===== src/rtl/core/tcp_option_address_extractor_unit_defines.svh =====
// ----------------------------------------------------------------------------
// assertion macros for the tcp option address extractor
// ----------------------------------------------------------------------------
`ifndef TCP_OPTION_ADDRESS_EXTRACTOR_UNIT_DEFINES_SVH
`define TCP_OPTION_ADDRESS_EXTRACTOR_UNIT_DEFINES_SVH

// same-cycle implication, sampled on clk, off while in reset
`define TOAX_ASSERT_NOW(label, ante, cons, msg) \
	label: assert property (@(posedge clk) disable iff (!arst_n) (ante) |-> (cons)) \
		else $error(msg);

// next-cycle implication, sampled on clk, off while in reset
`define TOAX_ASSERT_NEXT(label, ante, cons, msg) \
	label: assert property (@(posedge clk) disable iff (!arst_n) (ante) |=> (cons)) \
		else $error(msg);

`endif


===== src/rtl/core/toax_pkg.sv =====
// ----------------------------------------------------------------------------
// toax_pkg
// types and constants of the tcp option address extractor
// ----------------------------------------------------------------------------
package toax_pkg;

	localparam int unsigned CFG_INDEX_W = 2;
	localparam int unsigned CFG_DATA_W  = 8;

	// configuration register indexes
	localparam logic [CFG_INDEX_W-1:0] CFG_OPTION_KIND = 2'd0;
	localparam logic [CFG_INDEX_W-1:0] CFG_OPTION_SIZE = 2'd1;
	localparam logic [CFG_INDEX_W-1:0] CFG_VERSION     = 2'd2;

	// configuration reset values
	localparam logic [7:0] RST_OPTION_KIND = 8'd254;
	localparam logic [5:0] RST_OPTION_SIZE = 6'd7;
	localparam logic [7:0] RST_VERSION     = 8'd1;

	// input item kinds
	localparam logic ITEM_START = 1'b0;
	localparam logic ITEM_BYTE  = 1'b1;

	// tcp option kinds handled directly
	localparam logic [7:0] OPT_END_OF_LIST = 8'd0;
	localparam logic [7:0] OPT_NO_OP       = 8'd1;

	// smallest size accepted for a candidate; version and address need 7
	localparam logic [5:0] MIN_ADDR_SIZE = 6'd6;
	// fixed tcp header bytes
	localparam logic [5:0] BASE_HDR_BYTES = 6'd20;
	localparam logic [3:0] BASE_HDR_WORDS = 4'd5;
	// body index of the last address byte
	localparam logic [2:0] LAST_ADDR_INDEX = 3'd4;

	typedef enum logic [2:0] {
		STOP_EXHAUSTED = 3'd0,
		STOP_EOL       = 3'd1,
		STOP_SHORT     = 3'd2,
		STOP_OVERRUN   = 3'd3,
		STOP_FOUND     = 3'd4
	} stop_t;

endpackage


===== src/rtl/core/tcp_option_address_extractor_unit.sv =====
// ----------------------------------------------------------------------------
// tcp_option_address_extractor_unit
// Scans the option area of a tcp segment for the option carrying a client
// ipv4 address. The input channel (in_valid / in_stall) moves one item per
// transfer: a start item with header_words opens a segment, then option
// bytes follow one per transfer. The output channel (out_valid / out_stall)
// gives one result per segment: found, client_address and stop_reason, on
// the item that ends the walk; bytes after it are dropped until the next
// start. An item is registered on transfer and evaluated into the result
// register once that register is free, so each result passes through the
// input register and then the result register. One item per cycle is
// sustained while no result waits on out_stall; else the input register
// takes one more item and in_stall then rises until the result leaves.
// Configuration writes (cfg_we, cfg_index, cfg_data) take effect at once and
// are meant for idle periods. Reset clears the walk to idle, empties both
// registers and restores the configuration defaults.
// ----------------------------------------------------------------------------
`include "tcp_option_address_extractor_unit_defines.svh"

module tcp_option_address_extractor_unit (
	input  logic                               clk,
	input  logic                               arst_n,
	input  logic                               cfg_we,
	input  logic [toax_pkg::CFG_INDEX_W-1:0]   cfg_index,
	input  logic [toax_pkg::CFG_DATA_W-1:0]    cfg_data,
	input  logic                               in_valid,
	output logic                               in_stall,
	input  logic                               kind,
	input  logic [3:0]                         header_words,
	input  logic [7:0]                         option_byte,
	output logic                               out_valid,
	input  logic                               out_stall,
	output logic                               found,
	output logic [31:0]                        client_address,
	output logic [2:0]                         stop_reason
);

	typedef enum logic [1:0] {
		PH_DONE,
		PH_KIND,
		PH_LEN,
		PH_BODY
	} phase_t;

	// configuration
	logic [7:0] cfg_kind_q;
	logic [5:0] cfg_size_q;
	logic [7:0] cfg_version_q;

	// input register
	logic       valid_s1;
	logic       kind_s1;
	logic [3:0] header_words_s1;
	logic [7:0] option_byte_s1;

	// walk state
	phase_t      phase_q;
	logic [5:0]  bytes_left_q;
	logic [7:0]  current_kind_q;
	logic [5:0]  body_left_q;
	logic [2:0]  body_index_q;
	logic        candidate_q;
	logic [31:0] shift_q;

	phase_t      phase_d;
	logic [5:0]  bytes_left_d;
	logic [7:0]  current_kind_d;
	logic [5:0]  body_left_d;
	logic [2:0]  body_index_d;
	logic        candidate_d;
	logic [31:0] shift_d;

	logic            res_valid;
	toax_pkg::stop_t res_reason;
	logic            addr_hit;

	// result register
	logic            out_valid_q;
	logic            found_q;
	logic [31:0]     address_q;
	toax_pkg::stop_t stop_q;

	logic process;
	logic in_xfer;

	// the held item is evaluated once the result register is free
	assign process  = valid_s1 && (!out_valid_q || !out_stall);
	assign in_stall = valid_s1 && !process;
	assign in_xfer  = in_valid && !in_stall;

	always_comb begin
		phase_d        = phase_q;
		bytes_left_d   = bytes_left_q;
		current_kind_d = current_kind_q;
		body_left_d    = body_left_q;
		body_index_d   = body_index_q;
		candidate_d    = candidate_q;
		shift_d        = shift_q;
		res_valid      = 1'b0;
		res_reason     = toax_pkg::STOP_EXHAUSTED;
		addr_hit       = 1'b0;
		if (kind_s1 == toax_pkg::ITEM_START) begin
			current_kind_d = '0;
			body_left_d    = '0;
			body_index_d   = '0;
			candidate_d    = 1'b0;
			shift_d        = '0;
			bytes_left_d   = (header_words_s1 > toax_pkg::BASE_HDR_WORDS)
				? ({header_words_s1, 2'b00} - toax_pkg::BASE_HDR_BYTES) : 6'd0;
			if (bytes_left_d == 6'd0) begin
				res_valid = 1'b1;
				phase_d   = PH_DONE;
			end else begin
				phase_d = PH_KIND;
			end
		end else begin
			case (phase_q)
				PH_KIND: begin
					if (option_byte_s1 == toax_pkg::OPT_END_OF_LIST) begin
						res_valid  = 1'b1;
						res_reason = toax_pkg::STOP_EOL;
						phase_d    = PH_DONE;
					end else if (option_byte_s1 == toax_pkg::OPT_NO_OP) begin
						bytes_left_d = bytes_left_q - 6'd1;
						if (bytes_left_d == 6'd0) begin
							res_valid = 1'b1;
							phase_d   = PH_DONE;
						end
					end else if (bytes_left_q <= 6'd1) begin
						// lone kind byte at the end of the area
						res_valid  = 1'b1;
						res_reason = toax_pkg::STOP_OVERRUN;
						phase_d    = PH_DONE;
					end else begin
						current_kind_d = option_byte_s1;
						phase_d        = PH_LEN;
					end
				end
				PH_LEN: begin
					if (option_byte_s1 < 8'd2) begin
						res_valid  = 1'b1;
						res_reason = toax_pkg::STOP_SHORT;
						phase_d    = PH_DONE;
					end else if (option_byte_s1 > {2'b00, bytes_left_q}) begin
						res_valid  = 1'b1;
						res_reason = toax_pkg::STOP_OVERRUN;
						phase_d    = PH_DONE;
					end else begin
						bytes_left_d = bytes_left_q - option_byte_s1[5:0];
						body_left_d  = option_byte_s1[5:0] - 6'd2;
						body_index_d = '0;
						shift_d      = '0;
						candidate_d  = (current_kind_q == cfg_kind_q)
							&& (option_byte_s1 == {2'b00, cfg_size_q})
							&& (cfg_size_q >= toax_pkg::MIN_ADDR_SIZE);
						if (body_left_d != 6'd0) begin
							phase_d = PH_BODY;
						end else if (bytes_left_d == 6'd0) begin
							res_valid = 1'b1;
							phase_d   = PH_DONE;
						end else begin
							phase_d = PH_KIND;
						end
					end
				end
				PH_BODY: begin
					if (candidate_q) begin
						if (body_index_q == 3'd0) begin
							if (option_byte_s1 != cfg_version_q) begin
								candidate_d = 1'b0;
							end
						end else begin
							shift_d = {shift_q[23:0], option_byte_s1};
							addr_hit = (body_index_q == toax_pkg::LAST_ADDR_INDEX);
						end
					end
					if (addr_hit) begin
						res_valid  = 1'b1;
						res_reason = toax_pkg::STOP_FOUND;
						phase_d    = PH_DONE;
					end else begin
						// the index only matters while the option still matches
						if (candidate_q) begin
							body_index_d = body_index_q + 3'd1;
						end
						body_left_d = body_left_q - 6'd1;
						if (body_left_d == 6'd0) begin
							if (bytes_left_q == 6'd0) begin
								res_valid = 1'b1;
								phase_d   = PH_DONE;
							end else begin
								phase_d = PH_KIND;
							end
						end
					end
				end
				default: begin
					phase_d = PH_DONE;
				end
			endcase
		end
	end

	always_ff @(posedge clk or negedge arst_n) begin
		if (!arst_n) begin
			cfg_kind_q      <= toax_pkg::RST_OPTION_KIND;
			cfg_size_q      <= toax_pkg::RST_OPTION_SIZE;
			cfg_version_q   <= toax_pkg::RST_VERSION;
			valid_s1        <= 1'b0;
			kind_s1         <= toax_pkg::ITEM_BYTE;
			header_words_s1 <= '0;
			option_byte_s1  <= '0;
			phase_q         <= PH_DONE;
			bytes_left_q    <= '0;
			current_kind_q  <= '0;
			body_left_q     <= '0;
			body_index_q    <= '0;
			candidate_q     <= 1'b0;
			shift_q         <= '0;
			out_valid_q     <= 1'b0;
			found_q         <= 1'b0;
			address_q       <= '0;
			stop_q          <= toax_pkg::STOP_EXHAUSTED;
		end else begin
			if (cfg_we) begin
				case (cfg_index)
					toax_pkg::CFG_OPTION_KIND: cfg_kind_q    <= cfg_data;
					toax_pkg::CFG_OPTION_SIZE: cfg_size_q    <= cfg_data[5:0];
					toax_pkg::CFG_VERSION:     cfg_version_q <= cfg_data;
					default: begin
					end
				endcase
			end

			if (in_xfer) begin
				valid_s1        <= 1'b1;
				kind_s1         <= kind;
				header_words_s1 <= header_words;
				option_byte_s1  <= option_byte;
			end else if (process) begin
				valid_s1 <= 1'b0;
			end

			if (process) begin
				phase_q        <= phase_d;
				bytes_left_q   <= bytes_left_d;
				current_kind_q <= current_kind_d;
				body_left_q    <= body_left_d;
				body_index_q   <= body_index_d;
				candidate_q    <= candidate_d;
				shift_q        <= shift_d;
			end

			if (process && res_valid) begin
				out_valid_q <= 1'b1;
				found_q     <= addr_hit;
				address_q   <= addr_hit ? shift_d : 32'd0;
				stop_q      <= res_reason;
			end else if (out_valid_q && !out_stall) begin
				out_valid_q <= 1'b0;
			end
		end
	end

	assign out_valid      = out_valid_q;
	assign found          = found_q;
	assign client_address = address_q;
	assign stop_reason    = stop_q;

	`TOAX_ASSERT_NOW(a_found_reason, out_valid_q,
		found_q == (stop_q == toax_pkg::STOP_FOUND), "found disagrees with stop reason")
	`TOAX_ASSERT_NOW(a_miss_zero_addr, out_valid_q && !found_q,
		address_q == 32'd0, "address not cleared on a miss")
	`TOAX_ASSERT_NOW(a_kind_has_bytes, phase_q == PH_KIND,
		bytes_left_q != 6'd0, "waiting for a kind byte with an empty area")
	`TOAX_ASSERT_NOW(a_body_index, (phase_q == PH_BODY) && candidate_q,
		(body_left_q != 6'd0) && (body_index_q < toax_pkg::LAST_ADDR_INDEX + 3'd1),
		"body walk out of range")

endmodule

===== config.mk =====
export PLATFORM = sky130hd
export DESIGN_NAME = tcp_option_address_extractor_unit
export DESIGN_NICKNAME = d
export VERILOG_FILES = /design/src/rtl/core/toax_pkg.sv /design/src/rtl/core/tcp_option_address_extractor_unit.sv
export VERILOG_INCLUDE_DIRS = /design/src /design/src/rtl/core
export SDC_FILE = /design/constraint.sdc
export NUM_CORES = 1
export LEC_CHECK = 0
export CAP_MARGIN = 20
export CORE_MARGIN = 8
export CORE_UTILIZATION = 64
export DETAILED_ROUTE_END_ITERATION = 6
export DONT_BUFFER_PORTS = 1
export GPL_TIMING_DRIVEN = 0
export HOLD_SLACK_MARGIN = 0.06
export PLACE_DENSITY = 0.84
export SLEW_MARGIN = 20
export SYNTH_ARGS = -nofsm -noshare
export SYNTH_HDL_FRONTEND = slang
export SYNTH_SLANG_ARGS = --single-unit
export TNS_END_PERCENT = 100

===== constraint.sdc =====
create_clock -name clk -period 3.9 [get_ports clk]
set_input_delay 0.78 -clock clk [delete_from_list [all_inputs] [get_ports clk]]
set_output_delay 0.78 -clock clk [all_outputs]
set_load 0.02 [all_outputs]

* Word level (Yosys, flattened, before mapping)
Cells that the tools add are included.
Operators by class: divide/modulo/power cells 0, reduce and logical (&&, ||, !) cells 32, bitwise gates (word level) 0, multiply operators 0, order comparisons 5, equality and inequality tests 24, muxes and demuxes 83, shift-type cells 0, add/sub/neg operators 6
Operators by type and width (count):
- $mux 32 | 6
- $pmux 32 s2 | 1
- $mux 6 | 10
- $mux 8 | 5
- $mux 1 | 32
- $logic_not 6->1 | 5
- $mux 2 | 15
- $pmux 6 s2 | 2
- $mux 3 | 7
- $ne 3x3->1 const B | 6
- $reduce_and 6->1 | 2
- $sub 6x1->6 const B | 2
- $reduce_and 5->1 | 2
- $pmux 3 s3 | 1
- $eq 8x1->1 const B | 1
- $eq 8x6->1 | 1
- $eq 8x8->1 | 1
- $gt 8x6->1 | 1
- $logic_not 8->1 | 1
- $lt 8x2->1 const B | 1
- $ne 8x8->1 | 1
- $logic_and 1x1->1 | 7
- $eq 2x2->1 const B | 3
- $ge 6x3->1 const B | 1
- 26 further kinds | 36
Word-level totals: word-level logic and storage cells 168, bits of input ports 28, bits in latches 0, memories 0, output and inout bits 38, bits in writable memories 0, memory bits (read-only) 0, register bits 131

* Longest topological paths before layout
depth after elaboration 10, depth in mapped cells 13, gate-level depth less buffers 11

* Least setup slack after synthesis
Ideal clock, no wire load.
path kind reg2reg, start register bytes_left_q[0], end register address_q[0] (netlist: client_address[0]), period minus slack after synthesis 2.680 ns, library setup time 0.121 ns, stages on the path, launching flop included 14, data required time 3.779 ns, data arrival time 2.559 ns, slack 1.220 ns, buffers on the path 2, path through dfrtp_1 -> inv_1 -> ha_1 -> inv_1 -> fa_1 -> a21o_1 -> a21oi_1 -> xnor2_1 -> nor4_2 -> o21ai_1 -> a41o_1 -> buf_6 -> buf_6 -> a22o_1
Between the ends: cells in the longest elaborated chain, start to end 9, elaborated cells between the ends (all ways) 26, those cells by class add/sub (2); order compare (2); mux (18); reduce/logical (4)
Ends and longest elaborated chain:
- start, declared | line tcp_option_address_extractor_unit.sv:58 | logic [5:0] bytes_left_q;
- start signal, assigned | line tcp_option_address_extractor_unit.sv:246 | bytes_left_q <= bytes_left_d;
- $sub 6x6->6 | line tcp_option_address_extractor_unit.sv:149 | bytes_left_d = bytes_left_q - option_byte_s1[5:0];
- $logic_not 6->1 | line tcp_option_address_extractor_unit.sv:158 | end else if (bytes_left_d == 6'd0) begin
- $mux 1 | line tcp_option_address_extractor_unit.sv:158
- $mux 1 | line tcp_option_address_extractor_unit.sv:156 | if (body_left_d != 6'd0) begin
- $mux 1 | line tcp_option_address_extractor_unit.sv:144 | end else if (option_byte_s1 > {2'b00, bytes_left_q}) begin
- $mux 1 | line tcp_option_address_extractor_unit.sv:140 | if (option_byte_s1 < 8'd2) begin
- $pmux 1 s3 | line tcp_option_address_extractor_unit.sv:117 | case (phase_q)
- $mux 1 | line tcp_option_address_extractor_unit.sv:102 | if (kind_s1 == toax_pkg::ITEM_START) begin
- $logic_and 1x1->1 | line tcp_option_address_extractor_unit.sv:254 | if (process && res_valid) begin
- end signal, assigned | line tcp_option_address_extractor_unit.sv:257 | address_q <= addr_hit ? shift_d : 32'd0;
- end, declared | line tcp_option_address_extractor_unit.sv:80 | logic [31:0] address_q;
Several ways; a longest one is shown, not always the timed one. A chain may end at the register's enable or synchronous reset.

* Final worst setup path
start register option_byte_s1[0], end register bytes_left_q[0]
Between the ends: cells in the longest elaborated chain, start to end 5, elaborated cells between the ends (all ways) 14, those cells by class add/sub (1); order compare (2); eq/ne (5); mux (4); reduce/logical (2)
Ends and longest elaborated chain:
- start, declared | line tcp_option_address_extractor_unit.sv:54 | logic [7:0] option_byte_s1;
- start signal, assigned | line tcp_option_address_extractor_unit.sv:239 | option_byte_s1 <= option_byte;
- $sub 6x6->6 | line tcp_option_address_extractor_unit.sv:149
- $mux 6 | line tcp_option_address_extractor_unit.sv:144
- $mux 6 | line tcp_option_address_extractor_unit.sv:140
- $pmux 6 s2 | line tcp_option_address_extractor_unit.sv:117
- $mux 6 | line tcp_option_address_extractor_unit.sv:102
Several ways; a longest one is shown, not always the timed one. The select of a mux whose other input is x is not followed.

==> metrics.yaml <==
clock_latency_ns: 0.54
routed_wl_mm: 18.0
crit_start: "option_byte_s1[0]"
finalCritPeriodShare: 0.877
drive_above_1_share: 0.184
syn_area_mm2: 0.00683
final_common_cell: "dfrtp_1"
p_leak_uw: 0.00332
cts_tree: "yes"
core_mm2: 0.0103
finalPower_uw: 5110
numCtsBuffers: 17
rsz0062_at_grt: "false"
layout-area-overhead-vs-synth_pct: 11.9
gr-total-overflow: 0
ant_nets: 0
outcome: "finished, final reports clean"
syn_inst: 614
gp_congestion: 0.939
period_needed_ns: 3.42
cts.clk_slew.worst_paths_ns: 0.06
drt_iter0_markers: 492
startpoint_type: "register"
maxSlewViolCount: 0
setup-violations-final: 0
grt_max_degree: 118
grt_pass1_vias: 5312
synth_area_per_cell_um2: 11.1
antenna_found_initial: 0
ys_seq_elements: 129
die_h_um: 119
drc_errors: 0
viasPerCell: 6.76
hold_viol: 0
cp.required_ns: 4.35
slew_headroom: 0.295
yosys_warnings: 0
r2r_start: "option_byte_s1[0]"
htree_levels: 4
multi_input_area_mm2: 0.00327
synth_top_area_frac: 0.429
synth_top_flop_cell: "dfrtp_1"
nNetsFinal: 683
grt.total_usage: 0.258
seq_area_mm2: 0.00324
vias: 5290
drt_pass1_iterations: 6
fin_area_mm2: 0.00764
grt_pass1_wl_mm: 29.0
skew_ns: 0.0103
ios: 66
ir_drop_mv: 0.354
final_cells: 783
layout_common_cells: "dfrtp_1 (117), a22o_1 (72), nand2_1 (39), mux2_2 (36)"
synth_edf_count: 0
cp_max_fo: 10
ys_top_cells_by_area: "dfrtp_1 (43%), a22o_1 (9.2%), mux2_2 (5.9%)"
tightest_slew_ns: 1.05
n_fill_cell: 708
cts_root_buf: "clkbuf_8"
power_density_mw_per_mm2: 669
max_freq_mhz: 292
wl_per_cell_um: 23.0
placementRows: 37
clock-sinks: 129
tns_ns: 0
syn_nets: 663
dp.cells: 750
clock_path_buffers: 2
die_w_um: 119
synth_cell_types: 72
num_antenna_cells: 0
cap_violations: 0
port_buffers: 0
synth-async-reset-ratio: 1.00
initial_core_util: 0.661
cp.arrival_ns: 3.87
synth_seq_area_share: 0.475
hold_path.class: "in -> async"
place_area_mm2: 0.00700
critPathCaptureType: "register"
synth.largest_area_cell: "dfrtp_1"
criticalPathCategory: "reg -> reg"
dp_hpwl_mm: 12.1
die_area_mm2: 0.0142
flip-flops by register name, indices dropped and copies added (netlist names), 2 cells and up:
name	cells
client_address	32
body_index_q	3
cfg_version_q	8
phase_q	2
bytes_left_q	6
cfg_kind_q	8
shift_q	31
stop_reason	2
option_byte_s1	8
current_kind_q	8
header_words_s1	4
body_left_q	6
cfg_size_q	6
routing by layer:
layer	wire (µm)	share of wire	vias up	GRT usage
met5	0	0	-	0
met3	1550	0.086	57	0.0647
met1	7450	0.41	2625	0.328
met4	685	0.038	0	0.142
met2	8370	0.46	250	0.397
li1	-	-	2358	-
path summary, 6_finish.rpt:
kind | endpoint | slack [ns] | cells after the start
hold reg to reg | shift_q[26] | 0.51 | 1
setup / recovery | bytes_left_q[0] | 0.48 | 11
min in group clk | valid_s1 | 0.35 | 1
setup reg to reg | bytes_left_q[0] | 0.48 | 11
hold / removal | cfg_kind_q[7] | 0.09 | 0
max in group asynchronous | bytes_left_q[4] | 3.25 | 1
logic make-up after synthesis:
logic type | synth area share
AO/OA/AOI/OAI | 0.240
flip-flops | 0.475
AND/OR/NAND/NOR | 0.0927
buffers and inverters | 0.0471
multiplexers | 0.0625
XOR/XNOR | 0.0436
adder cells (fa/ha/maj) | 0.0396
final cells by class:
type | instances | area share
inverter | 25 | 0.0123
timing repair buffer | 1 | 0.00360
buffer | 39 | 0.0298
multi-input combinational | 421 | 0.428
tap | 136 | 0.0223
clock inverter | 13 | 0.0247
sequential | 129 | 0.424
clock buffer | 19 | 0.0552
synth_stat cells, drive strengths merged, types with 5 or more instances:
master and count:
nor3 9, nand2 40, clkbuf 21, a22o 72, buf 18, nand3 12
o21ai 29, nor2 23, xnor2 16, a21oi 20, nand2b 5, a21o 7
ha 20, a31oi 8, dfstp 12, inv 24, mux2 37, nor4 10
dfrtp 117, o211ai 6, xor2 18, a22oi 17, o2bb2ai 16
power by group:
part | total (µW) | switching [µW] | leakage (µW) | internal (µW)
Clock | 1640 | 601 | 0.000292 | 1040
Sequential | 1740 | 197 | 0.00168 | 1540
Combinational | 1730 | 1070 | 0.00135 | 660
what timing repair did:
action / CTS / global route
endpoints found under the hold margin: 117 / 0
setup endpoints to repair: 0 / 0
hold buffers: 1 / 0
buffers inserted: 0 / 0
resized for setup: 0 / 0
critical path, cell delays in order (launching register included):
cell and delay [ns]:
dfrtp_1 0.44, clkbuf_1 0.59, inv_1 0.10, ha_1 0.34, and4_1 0.19, a22oi_1 0.08
o21ai_1 0.33, nand3_1 0.19, a31oi_1 0.48, buf_2 0.31, nand4_1 0.13, o211ai_1 0.14
per-stage QoR:
| step | util | hold WS (ns) | setup WS, ns |
|---|---|---|---|
| 6_report | 0.740 | 0.0899 | 0.480 |
| 4_1_cts | 0.740 | 0.0788 | 0.619 |
| 3_3_place_gp | 0.678 | 0.484 | 0.680 |
| 2_1_floorplan | - | 0.467 | 1.22 |
| 5_1_grt | 0.740 | 0.0773 | 0.360 |
| 3_5_place_dp | 0.678 | 0.483 | 0.623 |
Power figures use the tool's default switching activity.
